**config.mk**
```make
export PLATFORM = sky130hd
export DESIGN_NAME = heater_power_integral_loop_flat
export DESIGN_NICKNAME = d
export VERILOG_FILES = /design/src/rtl/core/hpil_pkg.sv /design/src/rtl/core/hpil_cmd_if.sv /design/src/rtl/core/hpil_rpt_if.sv /design/src/rtl/core/hpil_mul.sv /design/src/rtl/core/hpil_ctrl.sv /design/src/rtl/core/heater_power_integral_loop.sv /design/src/flat_wrapper.sv
export VERILOG_INCLUDE_DIRS = /design/src /design/src/rtl/core
export SDC_FILE = /design/constraint.sdc
export NUM_CORES = 2
export LEC_CHECK = 0
export BUFFER_PORTS_ARGS = -buffer_cell sky130_fd_sc_hd__clkbuf_2
export CAP_MARGIN = 20
export CORE_ASPECT_RATIO = 1.1
export CORE_MARGIN = 4
export CORE_UTILIZATION = 35
export CTS_BUF_LIST = sky130_fd_sc_hd__clkbuf_4
export CTS_CLUSTER_DIAMETER = 100
export DETAILED_ROUTE_END_ITERATION = 6
export GPL_TIMING_DRIVEN = 0
export PLACE_DENSITY = 0.61
export SLEW_MARGIN = 20
export SYNTH_ARGS = -nofsm -noshare
export SYNTH_HDL_FRONTEND = slang
export SYNTH_SLANG_ARGS = --single-unit
```
**constraint.sdc**
```tcl
create_clock -name clk -period 30 [get_ports clk]
set_clock_uncertainty 0.1 [all_clocks]
set_input_delay 6 -clock clk [delete_from_list [all_inputs] [get_ports clk]]
set_output_delay 6 -clock clk [all_outputs]
set_load 0.05 [all_outputs]
```
**src/rtl/core/heater_power_integral_loop_defines.svh**
```systemverilog
// Assertion macros for the heater power integral loop.
`ifndef HEATER_POWER_INTEGRAL_LOOP_DEFINES_SVH
`define HEATER_POWER_INTEGRAL_LOOP_DEFINES_SVH

// Same-cycle implication, sampled on clk, off while in reset.
`define HPIL_ASSERT_IMP(label, ante, cons, msg) \
    label: assert property (@(posedge clk) disable iff (!rst_n) (ante) |-> (cons)) \
        else $error(msg);

// Next-cycle implication, sampled on clk, off while in reset.
`define HPIL_ASSERT_NEXT(label, ante, cons, msg) \
    label: assert property (@(posedge clk) disable iff (!rst_n) (ante) |=> (cons)) \
        else $error(msg);

`endif

```
**src/rtl/core/hpil_pkg.sv**
```systemverilog
// Shared types, codes and constants of the heater power integral loop.
`default_nettype none

package hpil_pkg;

    localparam int HEATER_SLOTS_DEF = 2;

    localparam int OP_W         = 2;
    localparam int HEATER_IDX_W = 3;
    localparam int POWER_W      = 16;
    localparam int ELAPSED_W    = 16;
    localparam int DUTY_W       = 16;
    localparam int PULSE_W      = 32;
    localparam int MODE_W       = 2;

    localparam int IGAIN_W      = 24;
    localparam int FFGAIN_W     = 16;
    localparam int PERIOD_W     = 32;
    localparam int CFG_IDX_W    = 2;
    localparam int CFG_DATA_W   = 32;

    localparam int MUL_A_W      = 32;
    localparam int MUL_B_W      = 16;
    localparam int MUL_P_W      = MUL_A_W + MUL_B_W;

    localparam logic [OP_W-1:0] OP_SERVICE       = 2'd0;
    localparam logic [OP_W-1:0] OP_SET_DEMAND    = 2'd1;
    localparam logic [OP_W-1:0] OP_SET_INTERLOCK = 2'd2;
    localparam logic [OP_W-1:0] OP_ALL_OFF       = 2'd3;

    localparam logic [MODE_W-1:0] MODE_OFF  = 2'd0;
    localparam logic [MODE_W-1:0] MODE_FF   = 2'd1;
    localparam logic [MODE_W-1:0] MODE_LOOP = 2'd2;

    localparam logic [CFG_IDX_W-1:0] REG_INTEGRAL_GAIN    = 2'd0;
    localparam logic [CFG_IDX_W-1:0] REG_FEEDFORWARD_GAIN = 2'd1;
    localparam logic [CFG_IDX_W-1:0] REG_PWM_PERIOD       = 2'd2;

    localparam logic [IGAIN_W-1:0]  IGAIN_RST  = 24'd25166;
    localparam logic [FFGAIN_W-1:0] FFGAIN_RST = 16'd655;
    localparam logic [PERIOD_W-1:0] PERIOD_RST = 32'd65535;

    // integral step is gain*err*elapsed >> 26
    localparam int IGAIN_SHIFT = 26;

    typedef struct packed {
        logic [IGAIN_W-1:0]  integral_gain;
        logic [FFGAIN_W-1:0] feedforward_gain;
        logic [PERIOD_W-1:0] pwm_period;
    } hpil_cfg_t;

    typedef struct packed {
        logic [MUL_A_W-1:0] a;
        logic [MUL_B_W-1:0] b;
    } hpil_mul_req_t;

    typedef struct packed {
        logic busy;
        logic armed;
    } hpil_status_t;

endpackage

`default_nettype wire

```
**src/rtl/core/hpil_cmd_if.sv**
```systemverilog
// Input item channel: valid/ready handshake with the command payload.
`default_nettype none

interface hpil_cmd_if;
    import hpil_pkg::*;

    logic                    valid;
    logic                    ready;
    logic [OP_W-1:0]         operation;
    logic [HEATER_IDX_W-1:0] heater_index;
    logic [POWER_W-1:0]      demand_power;
    logic [POWER_W-1:0]      measured_power;
    logic                    measurement_valid;
    logic [ELAPSED_W-1:0]    elapsed_time;
    logic                    arm_value;

    modport source (
        output valid, operation, heater_index, demand_power, measured_power,
               measurement_valid, elapsed_time, arm_value,
        input  ready
    );

    modport sink (
        input  valid, operation, heater_index, demand_power, measured_power,
               measurement_valid, elapsed_time, arm_value,
        output ready
    );
endinterface

`default_nettype wire

```
**src/rtl/core/hpil_rpt_if.sv**
```systemverilog
// Result channel: valid/ready handshake with the heater drive report.
`default_nettype none

interface hpil_rpt_if;
    import hpil_pkg::*;

    logic                    valid;
    logic                    ready;
    logic [HEATER_IDX_W-1:0] heater_slot;
    logic [DUTY_W-1:0]       duty_value;
    logic [PULSE_W-1:0]      pulse_width;
    logic [MODE_W-1:0]       drive_mode;
    logic                    last_of_run;

    modport source (
        output valid, heater_slot, duty_value, pulse_width, drive_mode, last_of_run,
        input  ready
    );

    modport sink (
        input  valid, heater_slot, duty_value, pulse_width, drive_mode, last_of_run,
        output ready
    );
endinterface

`default_nettype wire

```
**src/rtl/core/hpil_mul.sv**
```systemverilog
// Shared 32x16 multiplier with registered product.
`default_nettype none

module hpil_mul (
    input  wire logic                    clk,
    input  wire hpil_pkg::hpil_mul_req_t req,
    output logic [hpil_pkg::MUL_P_W-1:0] prod
);
    import hpil_pkg::*;

    logic [MUL_P_W-1:0] prod_reg;
    logic [MUL_P_W-1:0] prod_next;

    always_comb
    begin
        prod_next = {{MUL_B_W{1'b0}}, req.a} * {{MUL_A_W{1'b0}}, req.b};
    end

    always_ff @(posedge clk)
    begin
        prod_reg <= prod_next;
    end

    assign prod = prod_reg;

endmodule

`default_nettype wire

```
**src/rtl/core/hpil_ctrl.sv**
```systemverilog
// Sequencer, heater state and result register of the heater power loop.
`default_nettype none

module hpil_ctrl #(
    parameter int SLOTS = hpil_pkg::HEATER_SLOTS_DEF
) (
    input  wire logic                    clk,
    input  wire logic                    rst_n,
    input  wire hpil_pkg::hpil_cfg_t     cfg,
    hpil_cmd_if.sink                     cmd,
    hpil_rpt_if.source                   rpt,
    output hpil_pkg::hpil_mul_req_t      mul_req,
    input  wire logic [hpil_pkg::MUL_P_W-1:0] mul_prod,
    output hpil_pkg::hpil_status_t       status
);
    import hpil_pkg::*;

    localparam int SLOT_W = (SLOTS > 1) ? $clog2(SLOTS) : 1;
    localparam logic [HEATER_IDX_W:0] SLOTS_CMP = (HEATER_IDX_W + 1)'(SLOTS);
    localparam logic [SLOT_W-1:0]     LAST_SLOT = SLOT_W'(SLOTS - 1);
    localparam int SUM_W  = 56;
    localparam int STEP_W = SUM_W + 1 - IGAIN_SHIFT;
    localparam logic [SUM_W:0] ROUND_ADD = (SUM_W + 1)'((64'd1 << IGAIN_SHIFT) - 64'd1);

    localparam logic [3:0] ST_IDLE = 4'd0;
    localparam logic [3:0] ST_LP1  = 4'd1;
    localparam logic [3:0] ST_LP2  = 4'd2;
    localparam logic [3:0] ST_LP3  = 4'd3;
    localparam logic [3:0] ST_LP4  = 4'd4;
    localparam logic [3:0] ST_FF1  = 4'd5;
    localparam logic [3:0] ST_FF2  = 4'd6;
    localparam logic [3:0] ST_PW   = 4'd7;
    localparam logic [3:0] ST_OUT  = 4'd8;
    localparam logic [3:0] ST_CLR  = 4'd9;

    logic [3:0]             state_reg, state_next;
    logic                   armed_reg, armed_next;
    logic [DUTY_W-1:0]      duty_store_reg   [SLOTS];
    logic [DUTY_W-1:0]      duty_store_next  [SLOTS];
    logic [POWER_W-1:0]     demand_store_reg [SLOTS];
    logic [POWER_W-1:0]     demand_store_next[SLOTS];
    logic [SLOT_W-1:0]      cnt_reg, cnt_next;
    logic                   out_valid_reg, out_valid_next;

    logic [SLOT_W-1:0]      slot_reg, slot_next;
    logic [POWER_W-1:0]     meas_reg, meas_next;
    logic [ELAPSED_W-1:0]   elapsed_reg, elapsed_next;
    logic                   neg_reg, neg_next;
    logic [7:0]             p1hi_reg, p1hi_next;
    logic [MUL_P_W-1:0]     acc_reg, acc_next;
    logic [DUTY_W-1:0]      duty_reg, duty_next;
    logic [MODE_W-1:0]      mode_reg, mode_next;

    logic [HEATER_IDX_W-1:0] out_slot_reg, out_slot_next;
    logic [DUTY_W-1:0]       out_duty_reg, out_duty_next;
    logic [PULSE_W-1:0]      out_pulse_reg, out_pulse_next;
    logic [MODE_W-1:0]       out_mode_reg, out_mode_next;
    logic                    out_last_reg, out_last_next;

    logic                    out_free;
    logic                    idx_ok;
    logic [SLOT_W-1:0]       cmd_slot;
    logic [POWER_W-1:0]      dem_cur;
    logic [POWER_W-1:0]      err_mag;
    logic [SUM_W-1:0]        prod_full;
    logic [SUM_W:0]          prod_rnd;
    logic [STEP_W-1:0]       step;
    logic [DUTY_W-1:0]       duty_cur;
    logic [STEP_W-1:0]       duty_diff;
    logic [STEP_W:0]         duty_sum;
    logic [DUTY_W-1:0]       loop_duty;
    logic [DUTY_W-1:0]       ff_duty;

    assign out_free = !out_valid_reg || rpt.ready;
    assign idx_ok   = ({1'b0, cmd.heater_index} < SLOTS_CMP);
    assign cmd_slot = cmd.heater_index[SLOT_W-1:0];
    assign dem_cur  = demand_store_reg[slot_reg];
    assign duty_cur = duty_store_reg[slot_reg];
    assign err_mag  = (meas_reg > dem_cur) ? (meas_reg - dem_cur) : (dem_cur - meas_reg);

    // 56-bit product = low partial + (high partial << 32)
    assign prod_full = {{(SUM_W - MUL_P_W){1'b0}}, acc_reg}
                     + {mul_prod[SUM_W-33:0], 32'd0};
    assign prod_rnd  = {1'b0, prod_full} + (neg_reg ? ROUND_ADD : '0);
    assign step      = prod_rnd[SUM_W:IGAIN_SHIFT];
    assign duty_diff = STEP_W'(duty_cur) - step;
    assign duty_sum  = (STEP_W + 1)'(duty_cur) + (STEP_W + 1)'(step);

    always_comb
    begin
        if (neg_reg) begin
            loop_duty = (step > STEP_W'(duty_cur)) ? '0 : duty_diff[DUTY_W-1:0];
        end
        else begin
            loop_duty = (duty_sum[STEP_W:DUTY_W] != '0) ? '1 : duty_sum[DUTY_W-1:0];
        end
    end

    assign ff_duty = (mul_prod[31:24] != 8'd0) ? '1 : mul_prod[23:8];

    always_comb
    begin
        state_next        = state_reg;
        armed_next        = armed_reg;
        duty_store_next   = duty_store_reg;
        demand_store_next = demand_store_reg;
        cnt_next          = cnt_reg;
        out_valid_next    = out_valid_reg && !rpt.ready;
        slot_next         = slot_reg;
        meas_next         = meas_reg;
        elapsed_next      = elapsed_reg;
        neg_next          = neg_reg;
        p1hi_next         = p1hi_reg;
        acc_next          = acc_reg;
        duty_next         = duty_reg;
        mode_next         = mode_reg;
        out_slot_next     = out_slot_reg;
        out_duty_next     = out_duty_reg;
        out_pulse_next    = out_pulse_reg;
        out_mode_next     = out_mode_reg;
        out_last_next     = out_last_reg;
        mul_req.a         = cfg.pwm_period;
        mul_req.b         = duty_reg;

        unique case (state_reg)
            ST_IDLE:
            begin
                if (cmd.valid) begin
                    unique case (cmd.operation)
                        OP_SET_DEMAND:
                        begin
                            if (idx_ok) begin
                                demand_store_next[cmd_slot] = cmd.demand_power;
                            end
                        end
                        OP_SET_INTERLOCK:
                        begin
                            if (cmd.arm_value != armed_reg) begin
                                armed_next = cmd.arm_value;
                                if (!cmd.arm_value) begin
                                    for (int i = 0; i < SLOTS; i++) begin
                                        duty_store_next[i]   = '0;
                                        demand_store_next[i] = '0;
                                    end
                                    cnt_next   = '0;
                                    state_next = ST_CLR;
                                end
                            end
                        end
                        OP_ALL_OFF:
                        begin
                            for (int i = 0; i < SLOTS; i++) begin
                                duty_store_next[i]   = '0;
                                demand_store_next[i] = '0;
                            end
                            cnt_next   = '0;
                            state_next = ST_CLR;
                        end
                        OP_SERVICE:
                        begin
                            if (idx_ok) begin
                                slot_next    = cmd_slot;
                                meas_next    = cmd.measured_power;
                                elapsed_next = cmd.elapsed_time;
                                if (!armed_reg || demand_store_reg[cmd_slot] == '0) begin
                                    duty_next                 = '0;
                                    duty_store_next[cmd_slot] = '0;
                                    mode_next                 = MODE_OFF;
                                    state_next                = ST_PW;
                                end
                                else if (!cmd.measurement_valid) begin
                                    state_next = ST_FF1;
                                end
                                else begin
                                    state_next = ST_LP1;
                                end
                            end
                        end
                        default: ;
                    endcase
                end
            end
            ST_LP1:
            begin
                neg_next   = (meas_reg > dem_cur);
                mul_req.a  = {{(MUL_A_W - IGAIN_W){1'b0}}, cfg.integral_gain};
                mul_req.b  = err_mag;
                state_next = ST_LP2;
            end
            ST_LP2:
            begin
                p1hi_next  = mul_prod[39:32];
                mul_req.a  = mul_prod[31:0];
                mul_req.b  = elapsed_reg;
                state_next = ST_LP3;
            end
            ST_LP3:
            begin
                acc_next   = mul_prod;
                mul_req.a  = {{(MUL_A_W - 8){1'b0}}, p1hi_reg};
                mul_req.b  = elapsed_reg;
                state_next = ST_LP4;
            end
            ST_LP4:
            begin
                duty_next                 = loop_duty;
                duty_store_next[slot_reg] = loop_duty;
                mode_next                 = MODE_LOOP;
                state_next                = ST_PW;
            end
            ST_FF1:
            begin
                mul_req.a  = {{(MUL_A_W - FFGAIN_W){1'b0}}, cfg.feedforward_gain};
                mul_req.b  = dem_cur;
                state_next = ST_FF2;
            end
            ST_FF2:
            begin
                duty_next                 = ff_duty;
                duty_store_next[slot_reg] = ff_duty;
                mode_next                 = MODE_FF;
                state_next                = ST_PW;
            end
            ST_PW:
            begin
                state_next = ST_OUT;
            end
            ST_OUT:
            begin
                if (out_free) begin
                    out_valid_next = 1'b1;
                    out_slot_next  = HEATER_IDX_W'(slot_reg);
                    out_duty_next  = duty_reg;
                    out_pulse_next = mul_prod[MUL_P_W-1:16];
                    out_mode_next  = mode_reg;
                    out_last_next  = 1'b1;
                    state_next     = ST_IDLE;
                end
            end
            ST_CLR:
            begin
                if (out_free) begin
                    out_valid_next = 1'b1;
                    out_slot_next  = HEATER_IDX_W'(cnt_reg);
                    out_duty_next  = '0;
                    out_pulse_next = '0;
                    out_mode_next  = MODE_OFF;
                    out_last_next  = (cnt_reg == LAST_SLOT);
                    if (cnt_reg == LAST_SLOT) begin
                        state_next = ST_IDLE;
                    end
                    else begin
                        cnt_next = cnt_reg + 1'b1;
                    end
                end
            end
            default:
            begin
                state_next = ST_IDLE;
            end
        endcase
    end

    always_ff @(posedge clk or negedge rst_n)
    begin
        if (!rst_n) begin
            state_reg     <= ST_IDLE;
            armed_reg     <= 1'b0;
            cnt_reg       <= '0;
            out_valid_reg <= 1'b0;
            for (int i = 0; i < SLOTS; i++) begin
                duty_store_reg[i]   <= '0;
                demand_store_reg[i] <= '0;
            end
        end
        else begin
            state_reg        <= state_next;
            armed_reg        <= armed_next;
            cnt_reg          <= cnt_next;
            out_valid_reg    <= out_valid_next;
            duty_store_reg   <= duty_store_next;
            demand_store_reg <= demand_store_next;
        end
    end

    always_ff @(posedge clk)
    begin
        slot_reg      <= slot_next;
        meas_reg      <= meas_next;
        elapsed_reg   <= elapsed_next;
        neg_reg       <= neg_next;
        p1hi_reg      <= p1hi_next;
        acc_reg       <= acc_next;
        duty_reg      <= duty_next;
        mode_reg      <= mode_next;
        out_slot_reg  <= out_slot_next;
        out_duty_reg  <= out_duty_next;
        out_pulse_reg <= out_pulse_next;
        out_mode_reg  <= out_mode_next;
        out_last_reg  <= out_last_next;
    end

    assign cmd.ready       = (state_reg == ST_IDLE);
    assign rpt.valid       = out_valid_reg;
    assign rpt.heater_slot = out_slot_reg;
    assign rpt.duty_value  = out_duty_reg;
    assign rpt.pulse_width = out_pulse_reg;
    assign rpt.drive_mode  = out_mode_reg;
    assign rpt.last_of_run = out_last_reg;

    assign status.busy  = (state_reg != ST_IDLE);
    assign status.armed = armed_reg;

endmodule

`default_nettype wire

```
**src/rtl/core/heater_power_integral_loop.sv**
```systemverilog
// Top level of the per-heater PWM power loop: config registers, sequencer, multiplier.
// Set-demand and arming transfers give no result.
// Service: off (PW, OUT), feedforward (FF1, FF2, PW, OUT) or closed loop (LP1-LP4, PW, OUT); the result is
// registered and ready rises again in the same cycle that it turns valid: one item at a time on one 32x16 multiplier.
// Disarm and all-off: one result per heater slot per cycle; a stalled result holds the sequencer.
// Reset clears demands, duties and interlock, and loads the register defaults.
`default_nettype none
`include "heater_power_integral_loop_defines.svh"

module heater_power_integral_loop #(
    parameter int HEATER_SLOTS = hpil_pkg::HEATER_SLOTS_DEF
) (
    input  wire logic                          clk,
    input  wire logic                          rst_n,
    input  wire logic                          cfg_wr_en,
    input  wire logic [hpil_pkg::CFG_IDX_W-1:0]  cfg_index,
    input  wire logic [hpil_pkg::CFG_DATA_W-1:0] cfg_wr_data,
    hpil_cmd_if.sink                           cmd,
    hpil_rpt_if.source                         rpt
);
    import hpil_pkg::*;

    hpil_cfg_t          cfg_reg, cfg_next;
    hpil_mul_req_t      mul_req;
    logic [MUL_P_W-1:0] mul_prod;
    hpil_status_t       status;

    always_comb
    begin
        cfg_next = cfg_reg;
        if (cfg_wr_en) begin
            case (cfg_index)
                REG_INTEGRAL_GAIN:    cfg_next.integral_gain    = cfg_wr_data[IGAIN_W-1:0];
                REG_FEEDFORWARD_GAIN: cfg_next.feedforward_gain = cfg_wr_data[FFGAIN_W-1:0];
                REG_PWM_PERIOD:       cfg_next.pwm_period       = cfg_wr_data[PERIOD_W-1:0];
                default: ;
            endcase
        end
    end

    always_ff @(posedge clk or negedge rst_n)
    begin
        if (!rst_n) begin
            cfg_reg.integral_gain    <= IGAIN_RST;
            cfg_reg.feedforward_gain <= FFGAIN_RST;
            cfg_reg.pwm_period       <= PERIOD_RST;
        end
        else begin
            cfg_reg <= cfg_next;
        end
    end

    hpil_ctrl #(
        .SLOTS(HEATER_SLOTS)
    ) u_ctrl (
        .clk      (clk),
        .rst_n    (rst_n),
        .cfg      (cfg_reg),
        .cmd      (cmd),
        .rpt      (rpt),
        .mul_req  (mul_req),
        .mul_prod (mul_prod),
        .status   (status)
    );

    hpil_mul u_mul (
        .clk  (clk),
        .req  (mul_req),
        .prod (mul_prod)
    );

    `HPIL_ASSERT_IMP(a_off_is_zero, rpt.valid && rpt.drive_mode == MODE_OFF, rpt.duty_value == '0 && rpt.pulse_width == '0, "off report with nonzero drive")
    `HPIL_ASSERT_NEXT(a_disarm_clears, cmd.valid && cmd.ready && cmd.operation == OP_SET_INTERLOCK && !cmd.arm_value, !status.armed, "interlock still armed after disarm transfer")
    `HPIL_ASSERT_NEXT(a_alloff_busy, cmd.valid && cmd.ready && cmd.operation == OP_ALL_OFF, status.busy && !cmd.ready, "all-off transfer did not start clear run")
    `HPIL_ASSERT_IMP(a_ready_idle, cmd.ready, !status.busy, "ready while sequencer busy")

endmodule

`default_nettype wire
```
**src/flat_wrapper.sv**
```systemverilog
// flat-port wrapper written by rule: the top's interface ports become plain ports
module heater_power_integral_loop_flat import hpil_pkg::*;
#(
    parameter int HEATER_SLOTS = hpil_pkg::HEATER_SLOTS_DEF
)
  (clk, rst_n, cfg_wr_en, cfg_index, cfg_wr_data, cmd_valid, cmd_operation, cmd_heater_index, cmd_demand_power, cmd_measured_power, cmd_measurement_valid, cmd_elapsed_time, cmd_arm_value, cmd_ready, rpt_valid, rpt_heater_slot, rpt_duty_value, rpt_pulse_width, rpt_drive_mode, rpt_last_of_run, rpt_ready);
  hpil_cmd_if cmd_i ();
  hpil_rpt_if rpt_i ();
  input  wire logic clk;
  input  wire logic rst_n;
  input  wire logic cfg_wr_en;
  input  wire logic [hpil_pkg::CFG_IDX_W-1:0] cfg_index;
  input  wire logic [hpil_pkg::CFG_DATA_W-1:0] cfg_wr_data;
  input wire logic [$bits(cmd_i.valid)-1:0] cmd_valid;
  input wire logic [$bits(cmd_i.operation)-1:0] cmd_operation;
  input wire logic [$bits(cmd_i.heater_index)-1:0] cmd_heater_index;
  input wire logic [$bits(cmd_i.demand_power)-1:0] cmd_demand_power;
  input wire logic [$bits(cmd_i.measured_power)-1:0] cmd_measured_power;
  input wire logic [$bits(cmd_i.measurement_valid)-1:0] cmd_measurement_valid;
  input wire logic [$bits(cmd_i.elapsed_time)-1:0] cmd_elapsed_time;
  input wire logic [$bits(cmd_i.arm_value)-1:0] cmd_arm_value;
  output wire logic [$bits(cmd_i.ready)-1:0] cmd_ready;
  output wire logic [$bits(rpt_i.valid)-1:0] rpt_valid;
  output wire logic [$bits(rpt_i.heater_slot)-1:0] rpt_heater_slot;
  output wire logic [$bits(rpt_i.duty_value)-1:0] rpt_duty_value;
  output wire logic [$bits(rpt_i.pulse_width)-1:0] rpt_pulse_width;
  output wire logic [$bits(rpt_i.drive_mode)-1:0] rpt_drive_mode;
  output wire logic [$bits(rpt_i.last_of_run)-1:0] rpt_last_of_run;
  input wire logic [$bits(rpt_i.ready)-1:0] rpt_ready;
  assign cmd_i.valid = cmd_valid;
  assign cmd_i.operation = cmd_operation;
  assign cmd_i.heater_index = cmd_heater_index;
  assign cmd_i.demand_power = cmd_demand_power;
  assign cmd_i.measured_power = cmd_measured_power;
  assign cmd_i.measurement_valid = cmd_measurement_valid;
  assign cmd_i.elapsed_time = cmd_elapsed_time;
  assign cmd_i.arm_value = cmd_arm_value;
  assign cmd_ready = cmd_i.ready;
  assign rpt_valid = rpt_i.valid;
  assign rpt_heater_slot = rpt_i.heater_slot;
  assign rpt_duty_value = rpt_i.duty_value;
  assign rpt_pulse_width = rpt_i.pulse_width;
  assign rpt_drive_mode = rpt_i.drive_mode;
  assign rpt_last_of_run = rpt_i.last_of_run;
  assign rpt_i.ready = rpt_ready;
  heater_power_integral_loop #(.HEATER_SLOTS(HEATER_SLOTS)) u_core (.clk(clk), .rst_n(rst_n), .cfg_wr_en(cfg_wr_en), .cfg_index(cfg_index), .cfg_wr_data(cfg_wr_data), .cmd(cmd_i), .rpt(rpt_i));
endmodule
```
Yosys cells after proc, flatten, opt, wreduce, memory -nomap -nowiden
Cells that the tools add are included.
{"block": "classes", "reduce_logical": 31, "n_lt_le_gt_ge": 7, "n_addsub": 7, "bitwise_logic": 4, "n_mux": 77, "multipliers": 1, "eq_ne": 31}
{"op": "2-to-1 mux 16 bit", "count": 22}
{"op": "one-hot mux 32 bit (3 select lines)", "count": 3}
{"op": "2-to-1 mux 32 bit", "count": 8}
{"op": "one-hot mux 48 bit (4 select lines)", "count": 1}
{"op": "bitwise mux 32 bit", "count": 3}
{"op": "one-hot mux 32 bit (2 select lines)", "count": 1}
{"op": "adder 56 x 26 -> 57 bit", "count": 1}
{"op": "adder 48 x 56 -> 56 bit", "count": 1}
{"op": "multiplier 32 x 16 -> 48 bit", "count": 1}
{"op": "one-hot mux 16 bit (3 select lines)", "count": 1}
{"op": "subtractor 16 bit", "count": 3}
{"op": "one-hot mux 4 bit (9 select lines)", "count": 1}
{"op": "adder 16 x 31 -> 32 bit", "count": 1}
{"op": "AND 32 bit", "count": 1}
{"op": "demux 16 bit (select 1 bit)", "count": 2}
{"op": "NOT 32 bit", "count": 1}
{"op": "one-hot mux 16 bit (2 select lines)", "count": 1}
{"op": "> comparator 31 x 16 -> 1 bit", "count": 1}
{"op": "2-to-1 mux 4 bit", "count": 7}
{"op": "2-to-1 mux 26 bit", "count": 1}
{"op": "equality test 4 x 3 -> 1 bit, second input constant", "count": 4}
{"op": "> comparator 16 bit", "count": 1}
{"op": "logical NOT 16 bit", "count": 1}
{"op": "nonzero test 16 bit", "count": 1}
{"op": "other kinds (40)", "count": 90}
{"block": "word_totals", "ff_bits": 353, "wordCells": 183, "out_inout_bits": 56}

Longest topological paths before layout
{"block": "depth", "word_depth": 12, "ltp_mapped": 49, "mapped_depth_nobuf": 47}

By module
A second synthesis with hierarchy kept.
{"block": "hier_totals", "cells_unflattened": 3870, "hier_area_um2": 36737.7}
{"mod": "hpil_mul", "area_per_inst_um2": 17245.3, "seq_area_each_um2": 960.9, "cells_each": 1951, "n_inst": 1}
{"mod": "hpil_ctrl", "area_per_inst_um2": 16757.3, "seq_area_each_um2": 6581.3, "cells_each": 1766, "n_inst": 1}
{"mod": "heater_power_integral_loop", "area_per_inst_um2": 2735.1, "seq_area_each_um2": 1838.0, "cells_each": 153, "n_inst": 1}

Worst setup path after synthesis
No wires, ideal clock.
{"block": "synth_path", "kind": "flip-flop to flip-flop", "start": "reg u_core.u_ctrl.state_reg[1]", "end": "reg u_core.u_mul.prod_reg[47] (netlist: u_core.u_mul.prod[47])", "t_arrival_ps": 11464, "path_stages_with_launch": 33, "path_slack_ps": 18364, "path_buffers": 2, "required_time_ps": 29828, "path_cell_list": "dfrtp_1 > clkbuf_1 > nand2_1 > nor3_1 > a22oi_1 > nand2_1 > a221o_1 > clkbuf_1 > nand2_1 > fa_1 > fa_1 > fa_1 > fa_1 > inv_1 > fa_1 > inv_1 > fa_1 > inv_1 > ha_1 > inv_1 > nor2_1 > a221o_1 > a211oi_1 > o21bai_1 > a211oi_1 > nor3b_1 > o31a_1 > o2bb2ai_1 > a31oi_1 > o31ai_1 > a221o_1 > a21oi_1 > xnor2_1"}
{"block": "synth_between", "elab_chain_len": 3, "elab_cells_between_ends": 6, "cone_classes": "mul (1); eq/ne (4); mux (1)"}
{"item": "start, declared", "line_no": "hpil_ctrl.sv:36", "text": "logic [3:0] state_reg, state_next;"}
{"item": "start signal, assigned", "line_no": "hpil_ctrl.sv:277", "text": "state_reg <= state_next;"}
{"item": "equality test 4 x 3 -> 1 bit (tied with other cells)", "line_no": "hpil_ctrl.sv:125", "text": "unique case (state_reg)"}
{"item": "one-hot mux 48 bit (4 select lines) (*)", "line_no": "hpil_ctrl.sv:125"}
{"item": "multiplier 32 x 16 -> 48 bit (*)", "line_no": "hpil_mul.sv:16", "text": "prod_next = {{MUL_B_W{1'b0}}, req.a} * {{MUL_A_W{1'b0}}, req.b};"}
{"item": "via u_core.u_mul.prod_next[47]", "line_no": "hpil_mul.sv:12", "text": "logic [MUL_P_W-1:0] prod_next;"}
{"item": "end signal, assigned", "line_no": "hpil_mul.sv:21", "text": "prod_reg <= prod_next;"}
{"item": "end, declared", "line_no": "hpil_mul.sv:11", "text": "logic [MUL_P_W-1:0] prod_reg;"}
Mark *: on every way through the listed nets, which the timed path passes. The rest lies on a longest branch.
A chain may end at the register's enable or synchronous reset.

Worst setup path in the final report
{"block": "layout_path", "start": "reg u_core.u_ctrl.slot_reg", "end": "reg u_core.u_mul.prod_reg[46] (netlist: u_core.u_mul.prod[46])"}
{"block": "layout_between", "elab_chain_len": 8, "elab_cells_between_ends": 10, "cone_classes": "add/sub (2); mul (1); order compare (1); mux (5); bitwise (1)"}
{"item": "start, declared", "line_no": "hpil_ctrl.sv:45", "text": "logic [SLOT_W-1:0] slot_reg, slot_next;"}
{"item": "start signal, assigned", "line_no": "hpil_ctrl.sv:288", "text": "slot_reg <= slot_next;"}
{"item": "NOT 1 -> 2 bit (not written as such) (*)", "line_no": "hpil_ctrl.sv:77", "text": "assign dem_cur = demand_store_reg[slot_reg];"}
{"item": "2-to-1 mux 16 bit (not written as such) (*) (3 in a row)", "line_no": "hpil_ctrl.sv:77"}
{"item": "subtractor 16 bit or > comparator 16 bit (tied branches)", "line_no": "hpil_ctrl.sv:79", "text": "assign err_mag = (meas_reg > dem_cur) ? (meas_reg - dem_cur) : (dem_cur - meas_reg);"}
{"item": "2-to-1 mux 16 bit", "line_no": "hpil_ctrl.sv:79"}
{"item": "one-hot mux 48 bit (4 select lines) (*)", "line_no": "hpil_ctrl.sv:125"}
{"item": "multiplier 32 x 16 -> 48 bit (*)", "line_no": "hpil_mul.sv:16"}
{"item": "via u_core.u_mul.prod_next[46]", "line_no": "hpil_mul.sv:12"}
Mark *: on every way through the listed nets, which the timed path passes. The rest lies on a longest branch. The select of a mux whose other input is x is not followed.

==> qor.csv <==
stage;metric;value;unit
status;status;finished clean;
cells_and_area;commonest non-fill, non-tap cells in the layout;inv_1 (568), nand2_1 (460), fa_1 (423);
global_route;GR Overflow Total;0;
cells_and_area;commonest non-fill, non-tap cell in the layout;inv_1;
synthesis;top_reg_cell synth;edfxtp_1;
floorplan;starting density of the core;0.353;
cells_and_area;share of layout cells above drive strength 1;0.124;
cells_and_area;number of flip-flops in the largest register;72;
floorplan;io pins;150;
setup_path;Critical Path Most Common Cell;fa_1;
timing;Final period util;0.474;
clock_network;post-cts sizing count;0;
clock_network;Clock transition at path regs;70;ps
synthesis;Synth top area share;0.238;
detailed_routing;overall routed net length;121000;µm
synthesis;synthesis-stage register bit count;351;
floorplan;core area;101000;µm²
setup_path;crit path launch;u_core.u_ctrl.slot_reg;
place;Setup WS pre-CTS;16040;ps
setup_path;RR Startpoint;u_core.u_ctrl.slot_reg;
timing;setup ws final;15770;ps
clock_network;cts-stage hold buffer count;0;
global_route;first-pass GRT wire length;183000;µm
global_route;vias in the first global route;29700;
clock_network;CTS sink count;351;
synthesis;yosys synthesis warning count;0;
timing;Worst-Margin Slew;1200;ps
detailed_routing;number of remaining DRC errors;0;
setup_path;critical path fanouts, max;10;
clock_network;Post-CTS Setup Bufs;0;
synthesis;Post-synth EDFFs;160;
place;dpl hpwl;96800;µm
timing;fmax;0.0703;GHz
synthesis;synth top area cells;fa_1 (24%), edfxtp_1 (14%), ha_1 (8.4%), dfrtp_1 (8.0%), inv_1 (6.0%);
detailed_routing;drt pass-1 iters;6;
synthesis;largest area contributor in the netlist;fa_1;
synthesis;mapped cell area;35500;µm²
timing;Setup TNS;0;ps
clock_network;Clock Latency Late Sink;960;ps
cells_and_area;fin cells;5396;
place;RePlAce Congestion;0.970;
timing;relative slew slack;0.199;
synthesis;Async SR Flop Fraction;0.407;
hold_path;hold_sp;u_core.u_mul.prod[41];
cells_and_area;area occupied by multi-input gates;23400;µm²
detailed_routing;post-route ant nets;0;
setup_path;crit start category;register;
timing;Fin Hold WS;322;ps
cells_and_area;Nets;4761;
setup_path;max incr delay on CP;690;ps
cells_and_area;FILL cells;10000;
setup_path;Setup crit end kind;register;
setup_path;worst path required time;30740;ps
setup_path;Crit Path Class;reg2reg;
timing;min cycle time layout;14230;ps
timing;Max Slew Vio Count;0;
clock_network;root buffer cell;clkbuf_4;
cells_and_area;register area;9380;µm²
setup_path;Worst EP arrival;14980;ps
detailed_routing;Via Count;29000;
timing;final hold vios;0;
setup_path;Worst path slowest cell;clkbuf_1;
floorplan;std cell rows;122;
place;port bufs;146;
place;placed insts;5207;
floorplan;chip height;342;µm
synthesis;post-synthesis cell count;3738;
synthesis;Netlist cell types;90;
timing;final setup fails;0;
clock_network;clk buf depth;3;
synthesis;Mapped Avg Cell Area;9.50;µm²
cells_and_area;area grow syn2layout;11.3;%
clock_network;CTS tree;done;
clock_network;CTS buffer count;97;
global_route;total global-route track usage;0.226;
floorplan;chip width;312;µm
global_route;largest net degree at the start of global routing;83;
clock_network;H-tree Lvls;3;
timing;RSZ-0062 raised after global routing;no;
detailed_routing;DR WL/cell;22.4;µm
synthesis;Seq/Total Area, Yosys;0.264;
floorplan;die area;107000;µm²
run;max cap viols;0;
detailed_routing;initial DRC count;2314;
hold_path;Hold WC Path Type;reg2reg;
global_route;initial antenna violation count;10;
detailed_routing;vias per cell;5.38;
-- worst paths after layout --
kind                                                     endpoint  slack (ps)  cells after the start
worst max-delay path                        u_core.u_mul.prod[46]       15770                     44
max in group asynchronous                      u_core.cfg_reg[10]       23840                      2
worst min register to register          u_core.u_ctrl.acc_reg[41]         320                      0
worst max register to register              u_core.u_mul.prod[46]       15770                     44
min in group asynchronous       u_core.u_ctrl.demand_store_reg[1]        4920                      1
worst min-delay path                    u_core.u_ctrl.acc_reg[41]         320                      0
-- cell usage after synthesis (34+ instances only) --
cell type  count
a21oi_1      155
o221ai_1      36
edfxtp_1     160
a22o_1        43
dfrtp_1      114
a21o_1        56
nand2_1      460
ha_1         239
mux2_2       101
clkbuf_1     129
nand2b_1      42
nand3_1       36
o21ai_0       89
nor2_1       285
dfxtp_1       48
and2_1        34
nor2b_1       69
xnor2_1       75
fa_1         423
inv_1        569
nor3_1        46
-- worst max-delay path, delay by kind of cell, from the launching register on --
| kind | cells | cell delay, ps |
|---|---|---|
| AOI/OAI and AO/OA | 16 | 4050 |
| xor gates and xnor gates | 2 | 290 |
| adders and majority gates | 8 | 3680 |
| buffers and inverters | 9 | 3090 |
| DFF | 1 | 320 |
| muxes | 2 | 660 |
| and+or+nand+nor | 7 | 1870 |
-- cells by family (layout without fill, tap and decap cells) --
group,after synthesis,after routing,synth area share
simple gates,1112,1112,0.144
buf+inv,733,1081,0.0779
fa+ha+maj,662,662,0.323
compound gates,649,649,0.127
flops,351,351,0.264
mux,124,124,0.0385
xor+xnor,106,106,0.0261
other cells,1,9,0.000106
-- stage by stage --
| step | area, µm² | utilization |
|---|---|---|
| final | 39500 | 0.393 |
| after CTS | 39500 | 0.392 |
| after global placement | 37900 | 0.377 |
| after floorplan | 35500 | - |
| after detailed placement | 38100 | 0.379 |
| after global routing | 39500 | 0.393 |
-- area by class of cell --
class                   instances  area share
clock buffers                 134      0.0255
flip-flops and latches        351       0.237
inverters                     572      0.0543
repair buffers                167      0.0241
well taps                    1302      0.0412
diodes                          7    0.000443
plain buffers                 161      0.0157
clock inverters                47     0.00829
multi-input cells            2655       0.593
-- per-layer routing --
| metal | up-vias | global-route usage | share of wire |
|---|---|---|---|
| li1 | 13100 | - | - |
| met1 | 14400 | 0.289 | 0.40 |
| met2 | 1316 | 0.357 | 0.44 |
| met3 | 287 | 0.0684 | 0.10 |
| met4 | 2 | 0.101 | 0.051 |
| met5 | - | 0 | 0.000058 |
Power is left out: the tool's default activity adds up to more than one toggle a clock period on the data nets, which glitch-free logic cannot reach.
